File: config.mk
export PLATFORM = sky130hd
export DESIGN_NAME = random_permutation_generator_core
export DESIGN_NICKNAME = d
export VERILOG_FILES = /design/src/rtl/rpg_pkg.sv /design/src/rtl/rpg_ram.sv /design/src/rtl/rpg_lcg.sv /design/src/rtl/random_permutation_generator_core.sv
export SDC_FILE = /design/constraint.sdc
export NUM_CORES = 1
export LEC_CHECK = 0
export BUFFER_PORTS_ARGS = -buffer_cell sky130_fd_sc_hd__buf_4
export CORE_UTILIZATION = 46
export CTS_BUF_LIST = sky130_fd_sc_hd__clkbuf_4
export CTS_CLUSTER_DIAMETER = 80
export CTS_CLUSTER_SIZE = 20
export DETAILED_ROUTE_END_ITERATION = 10
export PLACE_DENSITY_LB_ADDON = 0.12
export SYNTH_ARGS = -nofsm -noshare
export SYNTH_HDL_FRONTEND = slang
export SYNTH_SLANG_ARGS = --single-unit
export TNS_END_PERCENT = 5
File: constraint.sdc
create_clock -name clk -period 7.45 [get_ports clk]
set_input_delay 1.1175 -clock clk [delete_from_list [all_inputs] [get_ports clk]]
set_output_delay 1.1175 -clock clk [all_outputs]
set_load 0.05 [all_outputs]
File: src/rtl/rpg_pkg.sv
// Shared types, constants and helper functions of the random permutation generator.
`timescale 1ns / 1ps

package rpg_pkg;

  // Permutation store sizing; the store never holds more than 64 entries.
  localparam int MAX_LENGTH  = 64;
  localparam int RESULT_CAP  = 64;
  localparam int STORE_DEPTH = (MAX_LENGTH < RESULT_CAP) ? MAX_LENGTH : RESULT_CAP;
  localparam int STORE_AW    = (STORE_DEPTH > 2) ? $clog2(STORE_DEPTH) : 1;

  // Fixed field widths.
  localparam int VALUE_W = 6;
  localparam int LEN_W   = 7;
  localparam int SEED_W  = 48;

  // A sample has at most as many bits as a store index.
  localparam int DRAW_W   = STORE_AW;
  localparam int SAMPLE_W = $clog2(DRAW_W + 1);

  // Generator constants: state = state * 0x5DEECE66D + 0xB mod 2^48.
  localparam logic [34:0]       LCG_MUL    = 35'h5DEECE66D;
  localparam logic [31:0]       LCG_MUL_LO = LCG_MUL[31:0];
  localparam logic [2:0]        LCG_MUL_HI = LCG_MUL[34:32];
  localparam logic [SEED_W-1:0] LCG_INC    = 48'hB;
  localparam int                LCG_BIT    = 17;

  // Shuffle modes.
  localparam logic MODE_FISHER_YATES = 1'b0;
  localparam logic MODE_NAIVE        = 1'b1;

  typedef enum logic [3:0] {
    S_IDLE,
    S_INIT,
    S_NEXT,
    S_DSTART,
    S_DRAW,
    S_RDA,
    S_RDB,
    S_WRA,
    S_WRB,
    S_EMRD,
    S_EMLD,
    S_EMWAIT
  } rpg_state_t;

  typedef struct packed {
    logic load;
    logic step;
  } lcg_ctrl_t;

  // Smallest n >= 1 with 2^n >= m.
  function automatic logic [SAMPLE_W-1:0] sample_width(input logic [LEN_W-1:0] m);
    int n;
    n = 1;
    for (int i = 1; i < DRAW_W; i++) begin
      if ((1 << i) < int'(m)) begin
        n = i + 1;
      end
    end
    return SAMPLE_W'(n);
  endfunction

endpackage

File: src/rtl/rpg_ram.sv
// Generic single-write, single-read synchronous RAM with registered read data.
`timescale 1ns / 1ps

module rpg_ram #(
  parameter int WIDTH = 8,
  parameter int DEPTH = 64
) (
  input  logic                                      clk,
  input  logic                                      we,
  input  logic [((DEPTH > 2) ? $clog2(DEPTH) : 1)-1:0] waddr,
  input  logic [WIDTH-1:0]                          wdata,
  input  logic [((DEPTH > 2) ? $clog2(DEPTH) : 1)-1:0] raddr,
  output logic [WIDTH-1:0]                          rdata
);

  logic [WIDTH-1:0] mem [DEPTH];

  always_ff @(posedge clk) begin
    if (we) begin
      mem[waddr] <= wdata;
    end
    rdata <= mem[raddr];
  end

endmodule

File: src/rtl/rpg_lcg.sv
// 48-bit linear congruential generator; each step registers partial products before updating the state.
`timescale 1ns / 1ps

module rpg_lcg (
  input  logic                      clk,
  input  logic                      rst,
  input  rpg_pkg::lcg_ctrl_t        ctrl,
  input  logic [rpg_pkg::SEED_W-1:0] seed,
  output logic [rpg_pkg::SEED_W-1:0] lcg_state,
  output logic                      done
);
  import rpg_pkg::*;

  logic              busy;
  logic [55:0]       prod_lo_full;
  logic [47:0]       prod_mid_full;
  logic [18:0]       prod_hi_full;
  logic [47:0]       prod_lo;
  logic [23:0]       prod_mid;
  logic [15:0]       prod_hi;
  logic [SEED_W-1:0] lcg_state_next;

  // The 48 x 35 product is split into three partial products, each kept only
  // as far as it reaches into the low 48 bits.
  assign prod_lo_full  = 56'(lcg_state[23:0]) * 56'(LCG_MUL_LO);
  assign prod_mid_full = 48'(lcg_state[47:24]) * 48'(LCG_MUL_LO[23:0]);
  assign prod_hi_full  = 19'(lcg_state[15:0]) * 19'(LCG_MUL_HI);

  assign lcg_state_next = prod_lo + {prod_mid, 24'b0} + {prod_hi, 32'b0} + LCG_INC;

  always_ff @(posedge clk) begin
    if (ctrl.step && !busy) begin
      prod_lo  <= prod_lo_full[47:0];
      prod_mid <= prod_mid_full[23:0];
      prod_hi  <= prod_hi_full[15:0];
    end
  end

  always_ff @(posedge clk) begin
    if (rst) begin
      lcg_state <= '0;
      busy      <= 1'b0;
      done      <= 1'b0;
    end else begin
      done <= 1'b0;
      if (ctrl.load) begin
        lcg_state <= seed;
        busy      <= 1'b0;
      end else if (busy) begin
        lcg_state <= lcg_state_next;
        busy      <= 1'b0;
        done      <= 1'b1;
      end else if (ctrl.step) begin
        busy <= 1'b1;
      end
    end
  end

endmodule

File: src/rtl/random_permutation_generator_core.sv
// Top level of the random permutation generator: sequencer, store and generator.
`timescale 1ns / 1ps

// Channel  | Beat fields                     | Handshake
// ---------+---------------------------------+---------------------------
// in       | perm_length[6:0], seed_state    | in_valid / in_stall
// out      | perm_value[5:0], last_value     | out_valid / out_stall
// cfg      | cfg_wdata (shuffle_mode)        | cfg_we, no wait
//
// An accepted input beat of length L first loads the identity into the store
// (S_INIT). Each swap then passes S_NEXT and S_DSTART, one generator step per
// sample bit (including rejected samples) in S_DRAW, and the store states
// S_RDA, S_RDB, S_WRA and S_WRB; a last visit to S_NEXT closes the shuffle.
// Each output beat passes S_EMRD, S_EMLD and S_EMWAIT. The generator's 48-bit
// multiply is registered in partial products; the store has one read port.
// Reset (rst, synchronous) clears the sequencer, the generator and the mode;
// the store is not cleared, since every request writes it before reading.
// in_stall is high whenever a request is in flight; out_stall holds the
// current output beat until it is taken.

module random_permutation_generator_core (
  input  logic        clk,
  input  logic        rst,
  input  logic        in_valid,
  output logic        in_stall,
  input  logic [6:0]  perm_length,
  input  logic [47:0] seed_state,
  output logic        out_valid,
  input  logic        out_stall,
  output logic [5:0]  perm_value,
  output logic        last_value,
  input  logic        cfg_we,
  input  logic        cfg_wdata
);
  import rpg_pkg::*;

  rpg_state_t state, state_next;

  // Configuration.
  logic shuffle_mode;

  // Request context.
  logic [LEN_W-1:0]    len;
  logic [LEN_W-1:0]    swap_position;
  logic [LEN_W-1:0]    draw_limit;
  logic [SAMPLE_W-1:0] sample_bits;
  logic [SAMPLE_W-1:0] bit_count;
  logic [DRAW_W-1:0]   draw_value;
  logic [STORE_AW-1:0] target;
  logic [VALUE_W-1:0]  hold_a;

  // Store port.
  logic                ram_we;
  logic [STORE_AW-1:0] ram_waddr;
  logic [VALUE_W-1:0]  ram_wdata;
  logic [STORE_AW-1:0] ram_raddr;
  logic [VALUE_W-1:0]  ram_rdata;

  // Generator.
  lcg_ctrl_t         lcg_ctrl;
  logic [SEED_W-1:0] lcg_state;
  logic              lcg_done;

  // Helper terms.
  logic                in_fire;
  logic [LEN_W-1:0]    len_sat;
  logic [LEN_W-1:0]    pos_inc;
  logic                shuffle_done;
  logic [LEN_W-1:0]    limit_now;
  logic [DRAW_W-1:0]   draw_value_next;
  logic                draw_full;
  logic                draw_hit;
  logic [STORE_AW-1:0] pos_idx;

  assign in_fire   = in_valid && !in_stall;
  assign len_sat   = (perm_length > LEN_W'(STORE_DEPTH)) ? LEN_W'(STORE_DEPTH) : perm_length;
  assign pos_inc   = swap_position + 1'b1;
  assign pos_idx   = swap_position[STORE_AW-1:0];

  // Fisher-Yates stops one short of the end; the naive shuffle visits every entry.
  assign shuffle_done = (shuffle_mode == MODE_NAIVE) ? (swap_position >= len)
                                                     : (pos_inc >= len);
  assign limit_now    = (shuffle_mode == MODE_NAIVE) ? len : (len - swap_position);

  // Sample bits arrive most significant first, one per generator step.
  assign draw_value_next = {draw_value[DRAW_W-2:0], lcg_state[LCG_BIT]};
  assign draw_full       = (SAMPLE_W'(bit_count + 1'b1) == sample_bits);
  assign draw_hit        = (LEN_W'(draw_value_next) < draw_limit);

  rpg_ram #(
    .WIDTH (VALUE_W),
    .DEPTH (STORE_DEPTH)
  ) u_store (
    .clk   (clk),
    .we    (ram_we),
    .waddr (ram_waddr),
    .wdata (ram_wdata),
    .raddr (ram_raddr),
    .rdata (ram_rdata)
  );

  rpg_lcg u_lcg (
    .clk       (clk),
    .rst       (rst),
    .ctrl      (lcg_ctrl),
    .seed      (seed_state),
    .lcg_state (lcg_state),
    .done      (lcg_done)
  );

  // Next-state logic.
  always_comb begin
    state_next = state;
    case (state)
      S_IDLE: begin
        if (in_fire && perm_length != '0) begin
          state_next = S_INIT;
        end
      end
      S_INIT: begin
        if (pos_inc == len) begin
          state_next = S_NEXT;
        end
      end
      S_NEXT: begin
        state_next = shuffle_done ? S_EMRD : S_DSTART;
      end
      S_DSTART: begin
        state_next = S_DRAW;
      end
      S_DRAW: begin
        if (lcg_done && draw_full && draw_hit) begin
          state_next = S_RDA;
        end
      end
      S_RDA:    state_next = S_RDB;
      S_RDB:    state_next = S_WRA;
      S_WRA:    state_next = S_WRB;
      S_WRB:    state_next = S_NEXT;
      S_EMRD:   state_next = S_EMLD;
      S_EMLD:   state_next = S_EMWAIT;
      S_EMWAIT: begin
        if (!out_stall) begin
          state_next = last_value ? S_IDLE : S_EMRD;
        end
      end
      default:  state_next = S_IDLE;
    endcase
  end

  // Output logic: store port, generator control and input stall.
  always_comb begin
    in_stall      = 1'b1;
    ram_we        = 1'b0;
    ram_waddr     = pos_idx;
    ram_wdata     = ram_rdata;
    ram_raddr     = pos_idx;
    lcg_ctrl.load = 1'b0;
    lcg_ctrl.step = 1'b0;
    case (state)
      S_IDLE: begin
        in_stall      = 1'b0;
        lcg_ctrl.load = in_valid && perm_length != '0;
      end
      S_INIT: begin
        ram_we    = 1'b1;
        ram_wdata = VALUE_W'(swap_position);
      end
      S_DSTART: begin
        lcg_ctrl.step = 1'b1;
      end
      S_DRAW: begin
        // Keep the generator running unless this bit completes an accepted sample.
        lcg_ctrl.step = lcg_done && !(draw_full && draw_hit);
      end
      S_RDB: begin
        ram_raddr = target;
      end
      S_WRA: begin
        ram_we = 1'b1;
      end
      S_WRB: begin
        ram_we    = 1'b1;
        ram_waddr = target;
        ram_wdata = hold_a;
      end
      default: begin
      end
    endcase
  end

  always_ff @(posedge clk) begin
    if (rst) begin
      state        <= S_IDLE;
      shuffle_mode <= MODE_FISHER_YATES;
      out_valid    <= 1'b0;
    end else begin
      state <= state_next;
      if (cfg_we) begin
        shuffle_mode <= cfg_wdata;
      end
      if (state == S_EMLD) begin
        out_valid <= 1'b1;
      end else if (state == S_EMWAIT && !out_stall) begin
        out_valid <= 1'b0;
      end
    end
  end

  // Datapath registers.
  always_ff @(posedge clk) begin
    case (state)
      S_IDLE: begin
        len           <= len_sat;
        swap_position <= '0;
      end
      S_INIT: begin
        swap_position <= (pos_inc == len) ? '0 : pos_inc;
      end
      S_NEXT: begin
        draw_limit  <= limit_now;
        sample_bits <= sample_width(limit_now);
        if (shuffle_done) begin
          swap_position <= '0;
        end
      end
      S_DSTART: begin
        bit_count  <= '0;
        draw_value <= '0;
      end
      S_DRAW: begin
        if (lcg_done) begin
          if (!draw_full) begin
            bit_count  <= SAMPLE_W'(bit_count + 1'b1);
            draw_value <= draw_value_next;
          end else if (draw_hit) begin
            target <= (shuffle_mode == MODE_NAIVE) ? STORE_AW'(draw_value_next)
                      : STORE_AW'(swap_position + LEN_W'(draw_value_next));
          end else begin
            // Rejected sample: start over with a fresh set of bits.
            bit_count  <= '0;
            draw_value <= '0;
          end
        end
      end
      S_RDB: begin
        hold_a <= ram_rdata;
      end
      S_WRB: begin
        swap_position <= pos_inc;
      end
      S_EMLD: begin
        perm_value <= ram_rdata;
        last_value <= (pos_inc == len);
      end
      S_EMWAIT: begin
        if (!out_stall && !last_value) begin
          swap_position <= pos_inc;
        end
      end
      default: begin
      end
    endcase
  end

  // The generator only finishes a step while a sample is being gathered.
  a_done_in_draw : assert property (@(posedge clk) disable iff (rst)
    lcg_done |-> (state == S_DRAW))
    else $error("generator step finished outside a draw");

  // An accepted sample always lands inside the active part of the store.
  a_target_range : assert property (@(posedge clk) disable iff (rst)
    (state == S_RDA) |-> (LEN_W'(target) < len))
    else $error("swap target beyond the permutation length");

  // The last flag goes with the final index of the request.
  a_last_index : assert property (@(posedge clk) disable iff (rst)
    (out_valid && last_value) |-> (pos_inc == len))
    else $error("last flag on a non-final element");

  // A nonzero request starts by loading the identity.
  a_start_init : assert property (@(posedge clk) disable iff (rst)
    (in_fire && perm_length != '0) |=> (state == S_INIT))
    else $error("accepted request did not start initialization");

  // An output beat is only offered while waiting for it to be taken.
  a_valid_state : assert property (@(posedge clk) disable iff (rst)
    out_valid |-> (state == S_EMWAIT))
    else $error("output valid outside the emit wait");

endmodule

==> impl_metrics.ini, run 1 <==
[status]
status = completed

[yosys]
syn_area_um2 = 23700
synth_xor_area_share_pct = 2.47
yosys_warnings = 0
synth_fp_nets = 1894
async_flop_share_pct = 0
synth_top_family_by_area = adder cells
yosysSeqAreaShare_pct = 60.2
synth_fa_ha_area_share_pct = 10.4
synth_seq_cells = 485
syn_avg_cell_area_um2 = 14.2
synth_mux_area_share_pct = 9.57
synth_compound_area_share_pct = 5.31
synth_cell_types = 68
synth_cells = 1666
synth-main-ff-cell = edfxtp_1
synth_edf_count = 453
synth_simple_gate_area_share_pct = 8.40

[sta]
slew_violations = 0
max_slew.worst_pin.slew_ns = 1.22
skew_ns = 0.118
relSlewSlack_pct = 18.6
grt_setup_unrepaired = false
setup_tns_ns = 0
setup_viol = 0
hold_ws_ns = 0.469
post-route-min-period_ns = 5.63
hold_viol = 0
max_freq_mhz = 178
fin_crit_sh_pct = 75.5

[die]
io_pins = 70
die_w_um = 229
core-area_um2 = 50500
dieArea_um2 = 52400
initial_core_util_pct = 46.9
die_h_um = 229
rows = 82

[worst_hold_path]
min_path_cells = 1
hp-start = perm_length[6]
min_path_type = primary input to register
hold_end = len[6]

[layout]
fin_util_pct = 49.9
area_growth_pct = 6.43
final_common_cell = edfxtp_1
nets = 1929
mostFrequentLayoutCells = 453 x edfxtp_1, 161 x inv_1, 159 x nor2_1, 116 x ha_1, 112 x nand2_1
fill_cells = 4429
drive_gt1_share_pct = 13.3

[drt]
ant_nets = 0
wire_per_inst_um = 21.8
vias_per_cell = 5.54
dr_total_vias = 13300
drc = 0
first_pass_iters = 5
drt_iter0_markers = 885
routed_wl_mm = 52.3

[grt]
grt_max_degree = 65
grtUsageMet1_pct = 29.6
use_met3_pct = 2.53
grt-busiest-layer = met2
grt.total_usage_pct = 20.4
grt_use_met2_pct = 33.2
grt.overflow.total = 0
grt_pass1_vias = 13600
antenna_found_initial = 3
grt_pass1_wl_mm = 81.2

[placed_design]
routabilityCongestion = 0.847
dp_hpwl_mm = 36.7
portBuffers = 39

[setup_path]
endpoint_kind = register
critical_path.cell_chain = inv_1 > ha_1 > inv_1 > fa_1 > inv_1 > fa_1 > inv_1 > fa_1 > ha_1 > fa_1 > inv_1 > fa_1 > inv_1 > ha_1 > nand3_1 > nand2_1 > a41o_1 > o41ai_1 > xnor2_1
cp.required_ns = 8.07
r2r_slack_ns = 1.82
path_class = register to register
critPathMaxStageDelay_ns = 0.60
crit_top_cell = inv_1
slowest_stage = fa_1
crit_arrival_ns = 6.25
path_max_fanout = 7
reg2regPathDepth = 19
timing.rr.start = u_lcg.lcg_state[4]
reg2reg_to = u_lcg.prod_lo[17]
cp_top_family = adder cells
cp-start-kind = register
cp.buffers_inverters = 6

[power]
power_leakage_nw = 8.89
p_per_area_nw_per_um2 = 323
ir_drop_v = 0.000169

[clock_network]
cts_resized = 0
clk_path_buf_depth = 3
cts-buffers-inserted = 31
clk_latency_ns = 0.91
clock-sinks = 485
post_cts_buffers = 0
cts_root_buf = clkbuf_4
h-tree-depth = 1
tritoncts = yes
clk_pin_slew_worst_paths_ns = 0.20
ctsHoldBuffers = 0

[flow_run]
maxCapViolCount = 0
-- logic make-up after synthesis --
family	Yosys count
DFF	485
and+or+nand+nor	433
buffers and inverters	218
AOI/OAI and AO/OA	187
adders and majority gates	167
muxes	111
xor gates and xnor gates	65
-- cell type report --
| class | count | area (um^2) | area share [%] |
|---|---|---|---|
| multi-input combinational | 963 | 8600 | 34.1 |
| antenna | 1 | 2.50 | 0.00993 |
| inverter | 161 | 604 | 2.40 |
| clock inverter | 9 | 97.6 | 0.387 |
| timing repair buffer | 59 | 443 | 1.76 |
| clock buffer | 49 | 368 | 1.46 |
| tap | 672 | 841 | 3.34 |
| sequential | 485 | 14200 | 56.5 |
-- state kept, by name (all words and copies together), names as in the netlist, 3 cells and up --
name / flops
bit_count: 3
target: 6
draw_value: 5
draw_limit: 7
u_store.mem: 384
len: 7
u_store.rdata: 6
swap_position: 7
perm_value: 6
sample_bits: 3
u_lcg.prod_hi: 3
u_lcg.lcg_state: 18
hold_a: 6
u_lcg.prod_lo: 15
state: 4
-- power by group --
part | internal, mW | switching (mW)
logic | 1.28 | 2.01
clock network | 0.323 | 0.862
registers | 3.52 | 0.137
-- routing by layer --
layer / part of all wire, % / up-vias
li1: - / 6199
met1: 46 / 6767
met2: 47 / 266
met3: 4.3 / 55
met4: 1.9 / 2
met5: 0.023 / -
-- worst max-delay path by stage --
stage                                   end  depth (start not counted)          startpoint
after floorplan           u_lcg.prod_lo[17]                         19  u_lcg.lcg_state[4]
after global routing      u_lcg.prod_lo[17]                         19  u_lcg.lcg_state[4]
final                     u_lcg.prod_lo[17]                         19  u_lcg.lcg_state[4]
after CTS                 u_lcg.prod_lo[17]                         19  u_lcg.lcg_state[4]
after global placement    u_lcg.prod_lo[17]                         19  u_lcg.lcg_state[4]
after detailed placement  u_lcg.prod_lo[17]                         19  u_lcg.lcg_state[4]
-- worst reg2reg max path, delay by kind of cell, from the launching register on --
| family | cells | cell delay [ns] |
|---|---|---|
| xor gates and xnor gates | 1 | 0.10 |
| AOI/OAI and AO/OA | 2 | 0.56 |
| adders and majority gates | 8 | 3.61 |
| DFF | 1 | 0.58 |
| and+or+nand+nor | 2 | 0.16 |
| buffers and inverters | 6 | 0.38 |
-- synthesized netlist by cell type, drive strengths merged, types with 4 or more instances --
library cell | instances | area [um^2]
mux2i | 12 | 124
nand3b | 6 | 45.0
a211oi | 16 | 120
nor3 | 27 | 135
fa | 51 | 1020
inv | 161 | 604
dfxtp | 32 | 641
nor2b | 34 | 213
and2 | 6 | 37.5
xnor2 | 48 | 420
o211ai | 6 | 45.0
mux2 | 8 | 93.8
nand2 | 118 | 443
o21a | 8 | 60.1
and3 | 7 | 43.8
a22oi | 27 | 203
or3 | 11 | 68.8
a21o | 5 | 37.5
a211o | 4 | 35.0
nand3 | 22 | 110
ha | 116 | 1450
mux4 | 91 | 2050
nand4 | 11 | 68.8
o21ai | 24 | 120
a22o | 6 | 52.6
a31oi | 8 | 50.1
a2111oi | 6 | 52.6
nor2 | 160 | 601
o31ai | 5 | 37.5
buf | 25 | 141
clkbuf | 32 | 121
edfxtp | 453 | 13600
a21oi | 49 | 245
nand2b | 13 | 81.3
nor3b | 5 | 37.5
xor2 | 16 | 140
-- metrics by stage --
stage               worst slack, ns  cells  area, um^2  total power [mW]
detailed placement             1.85   2340       24700              7.04
finish                         1.82   2399       25200              8.13
floorplan                      2.23   1666       23700              6.04
global placement               1.81   2340       24700              7.00
CTS                            1.81   2398       25200              8.23
global route                   1.43   2399       25200              8.67
No activity file was read; power rests on OpenSTA's default activity.
==> run 2, diff against run 1 <==
- clock period: 7.45 -> 5.3 ns (I/O delays scaled with it)
==> impl_metrics.ini, run 2 (synthesis gave the netlist of run 1 again) <==
[die]
dieArea_um2 = 52400
die_w_um = 229
die_h_um = 229
io_pins = 70
rows = 82
initial_core_util_pct = 46.9
core-area_um2 = 50500

[layout]
fin_util_pct = 50.6
final_common_cell = edfxtp_1
regMostFlops = u_store.mem
reg_top3 = u_store.mem (384), u_lcg.lcg_state (18), u_lcg.prod_lo (15)
area_growth_pct = 7.76
largest_register_ffs = 384
nets = 1953
drive_gt1_share_pct = 15.4
finalNonFillerCells = 2430
mostFrequentLayoutCells = 453 x edfxtp_1, 160 x inv_1, 159 x nor2_1, 112 x nand2_1, 109 x ha_1

[worst_hold_path]
min_path_cells = 3
min_path_type = primary input to register

[clock_network]
cts-buffers-inserted = 31
cts_root_buf = clkbuf_4
ctsHoldBuffers = 0
clk_path_buf_depth = 3
tritoncts = yes
clock-sinks = 485
clk_pin_slew_worst_paths_ns = 0.19
clk_latency_ns = 0.88
h-tree-depth = 1

[grt]
grt.overflow.total = 0
grt_use_met2_pct = 33.8
grt_max_degree = 65
use_met3_pct = 2.58
grt_pass1_vias = 13700
grt.total_usage_pct = 20.7
antenna_found_initial = 2
grtUsageMet1_pct = 30.0
grt-busiest-layer = met2
grt_pass1_wl_mm = 82.7

[setup_path]
crit_arrival_ns = 5.75
cp.required_ns = 5.96
path_class = register to register
path_max_fanout = 5
reg2regPathDepth = 19
cp-start-kind = register
endpoint_kind = register

[sta]
relSlewSlack_pct = 15.3
skew_ns = 0.0359
slew_violations = 0
post-route-min-period_ns = 5.09
max_slew.worst_pin.slew_ns = 1.27
setup_viol = 0
fin_crit_sh_pct = 96.0
hold_viol = 0
max_freq_mhz = 196

[power]
ir_drop_v = 0.000268
power_leakage_nw = 9.02
p_per_area_nw_per_um2 = 455

[drt]
ant_nets = 0
routed_wl_mm = 53.2
drc = 0
drt_iter0_markers = 1172
wire_per_inst_um = 21.9
dr_total_vias = 13400
vias_per_cell = 5.53
first_pass_iters = 5

[placed_design]
routabilityCongestion = 0.875
portBuffers = 39
dp_hpwl_mm = 37.5
dp_cells = 2364

[status]
status = completed

[flow_run]
maxCapViolCount = 0
## run 2: cell count changes in the layout (fill, tap and decap cells not counted), moves of 7 or more
cell	previous run	this run
buf_4	59	82
ha_4	0	7
diode_2	1	8
ha_1	116	109
## run 2: area by class of cell
class / count / area [um^2]
Tap cell: 672 / 841
Fill cell: 4367 / 25000
Multi-Input combinational cell: 963 / 8710
Inverter: 161 / 604
Clock inverter: 10 / 100
Sequential cell: 485 / 14200
Antenna cell: 8 / 20.0
Timing Repair Buffer: 83 / 636
Clock buffer: 48 / 360
## run 2: report_power, final
part	internal (mW)	total [mW]	switching (mW)	leakage [nW]
combinational	1.91	4.86	2.94	4.35
clock	0.445	1.64	1.20	0.264
sequential	4.94	5.12	0.171	4.41
total	7.30	11.6	4.31	9.02
## run 2: worst max-delay path, stage by stage, from the launching register on
cell	delay [ns]
dfxtp_2	0.36
inv_1	0.06
ha_4	0.26
inv_2	0.03
fa_1	0.51
inv_1	0.07
fa_1	0.48
inv_1	0.06
fa_1	0.55
ha_4	0.21
fa_1	0.53
inv_1	0.06
fa_1	0.54
inv_1	0.07
ha_4	0.26
nand3_1	0.08
nand2_1	0.05
a41o_1	0.24
o41ai_2	0.35
xnor2_1	0.09
## run 2: final timing paths
kind	start	end	slack, ns
worst max-delay path	u_lcg.lcg_state[4]	u_lcg.prod_lo[17]	0.21
worst min-delay path	seed_state[15]	u_lcg.lcg_state[15]	0.13
worst max register to register	u_lcg.lcg_state[4]	u_lcg.prod_lo[17]	0.21
worst min register to register	u_store.rdata[4]	hold_a[4]	0.50
## run 2: layer usage
metal / vias to the layer above / wire length, um
met5: - / 0
met4: 0 / 924
met3: 66 / 2990
met2: 327 / 25100
met1: 6790 / 24200
li1: 6253 / -
## run 2: timing repair
item                       CTS  global route
resized for setup            1            15
pin swaps                    1             7
setup buffers                0             0
setup endpoints to repair    1             4
## run 2: metrics by stage
step / power (mW) / TNS, ns / instance area [um^2] / setup WS (ns) / hold WS [ns]
2_1_floorplan: 8.49 / 0 / 23700 / 0.0776 / 0.425
3_3_place_gp: 9.96 / 0 / 24900 / 0.0212 / 0.456
3_5_place_dp: 10.0 / 0 / 24900 / 0.0458 / 0.469
4_1_cts: 11.7 / 0 / 25400 / 0.0108 / 0.0851
5_1_grt: 12.4 / -0.00273 / 25500 / -0.00273 / 0.109
6_report: 11.6 / 0 / 25500 / 0.210 / 0.135
==> run 3, diff against run 2 <==
- CAP_MARGIN: not set -> 20
- CORE_UTILIZATION: 46 -> 49
- SETUP_SLACK_MARGIN: not set -> 0.2
==> impl_metrics.ini, run 3 (synthesis gave the netlist of run 1 again) <==
[status]
status = completed

[sta]
hold_ws_ns = 0.137
post-route-min-period_ns = 5.08
skew_ns = 0.0674
slew_violations = 0
grt_setup_unrepaired = true
relSlewSlack_pct = 34.8
hold_viol = 0
fin_crit_sh_pct = 95.9
max_slew.worst_pin.slew_ns = 0.970
setup_viol = 0
setup_tns_ns = 0
max_freq_mhz = 197

[layout]
final_common_cell = edfxtp_1
mostFrequentLayoutCells = 453 x edfxtp_1, 159 x nor2_1, 154 x inv_1, 112 x nand2_1, 102 x ha_1
nets = 1960
area_growth_pct = 8.09
regMostFlops = u_store.mem
reg_top3 = u_store.mem (384), u_lcg.lcg_state (18), u_lcg.prod_lo (15)
drive_gt1_share_pct = 16.7
largest_register_ffs = 384

[die]
dieArea_um2 = 49200
initial_core_util_pct = 49.6
io_pins = 70
core-area_um2 = 47700
die_w_um = 222
die_h_um = 222
rows = 80

[placed_design]
portBuffers = 39
routabilityCongestion = 0.859
dp_hpwl_mm = 36.6

[setup_path]
path_max_fanout = 4
timing.rr.start = u_lcg.lcg_state[4]
startpoint = u_lcg.lcg_state[4]
slowest_stage = fa_1
path_class = register to register
cp-start-kind = register
cp.required_ns = 5.91
critPathMaxStageDelay_ns = 0.53
endpoint_kind = register
crit_top_cell = fa_1
crit_arrival_ns = 5.70
critical_path.cell_chain = inv_2 > ha_4 > inv_2 > fa_1 > inv_1 > fa_1 > inv_1 > fa_1 > ha_4 > fa_1 > inv_1 > fa_1 > inv_2 > ha_4 > nand3_1 > nand2_1 > a41o_1 > o41ai_4 > xnor2_1

[power]
clkPwrFrac_pct = 13.4
p_per_area_nw_per_um2 = 458
pwr-share-seq_pct = 43.6
swShare_pct = 36.8
ir_drop_v = 0.000276
pwr-share-comb_pct = 43.0
power_leakage_nw = 9.05
p_sw_mw = 4.32
p_int_mw = 7.40

[drt]
dr_total_vias = 13400
wire_per_inst_um = 22.0
vias_per_cell = 5.65
first_pass_iters = 5
routed_wl_mm = 52.2
drt_iter0_markers = 1138
ant_nets = 0
drc = 0

[flow_run]
maxCapViolCount = 0

[clock_network]
clock-sinks = 485
clk_pin_slew_worst_paths_ns = 0.19
h-tree-depth = 1
clk_latency_ns = 0.89
tritoncts = yes
cts-buffers-inserted = 29
cts_root_buf = clkbuf_4
clk_path_buf_depth = 3

[grt]
grt_pass1_wl_mm = 81.2
grt.total_usage_pct = 21.7
grt_pass1_vias = 13700
antenna_found_initial = 3
grt_max_degree = 65
grt.overflow.total = 0

[worst_hold_path]
min_path_type = primary input to register
hp-start = seed_state[17]
-- run 3: cell types whose count changed in the layout (fill, tap and decap cells not counted), moves of 3 or more --
cell / delta
buf_12: +3
buf_4: +3
dfxtp_1: -4
dfxtp_2: +3
ha_1: -7
ha_4: +5
inv_1: -6
inv_2: +5
-- run 3: power by group through the flow --
stage	registers (mW)	logic, mW	clock network [mW]
after floorplan	5.12	3.38	0
after global placement	5.20	4.73	0
after detailed placement	5.20	4.82	0
after CTS	5.12	4.98	1.61
after global routing	5.13	5.61	1.72
final	5.10	5.04	1.57
-- run 3: final timing paths --
path	endpoint	slack, ns	cells after the start
worst min-delay path	u_lcg.lcg_state[17]	0.14	3
worst max register to register	u_lcg.prod_lo[17]	0.22	19
worst min register to register	hold_a[3]	0.50	0
worst max-delay path	u_lcg.prod_lo[17]	0.22	19
-- run 3: worst max-delay path: cells and delay by family (launching register included) --
family / cells / cell delay [ns]
adders and majority gates: 8 / 3.28
xor gates and xnor gates: 1 / 0.11
buffers and inverters: 6 / 0.32
AOI/OAI and AO/OA: 2 / 0.62
and+or+nand+nor: 2 / 0.14
DFF: 1 / 0.37
-- run 3: layout make-up --
| class | instances | area, um^2 |
|---|---|---|
| multi-input combinational | 963 | 8800 |
| clock inverter | 6 | 52.6 |
| timing repair buffer | 92 | 739 |
| clock buffer | 48 | 360 |
| fill | 3916 | 22200 |
| sequential | 485 | 14300 |
| tap | 615 | 769 |
| antenna | 6 | 15.0 |
| inverter | 161 | 604 |
-- run 3: metal layers --
layer | vias to the layer above | track usage [%] | wire length [um]
met4 | 0 | 4.50 | 990
met5 | - | 0 | 0
met3 | 62 | 2.45 | 2830
li1 | 6259 | - | -
met1 | 6775 | 32.4 | 24000
met2 | 329 | 34.5 | 24400
-- run 3: timing repair --
item                                    CTS  global route
pin swaps                                12            17
hold endpoints to repair                  0             0
setup buffers                             8             2
endpoints found under the setup margin    3             4
gates resized for setup                  23            14
hold buffers                              0             0
-- run 3: stage by stage --
step,instances,utilization [%],worst slack (ns),total power [mW],cell area (um^2)
3_5_place_dp,2302,52.0,-0.00782,10.0,24800
5_1_grt,2371,53.6,0.0130,12.5,25600
6_report,2376,53.6,0.216,11.7,25600
2_1_floorplan,1666,-,0.212,8.50,23700
3_3_place_gp,2301,52.0,0.00793,9.94,24800
4_1_cts,2364,53.3,0.173,11.7,25500
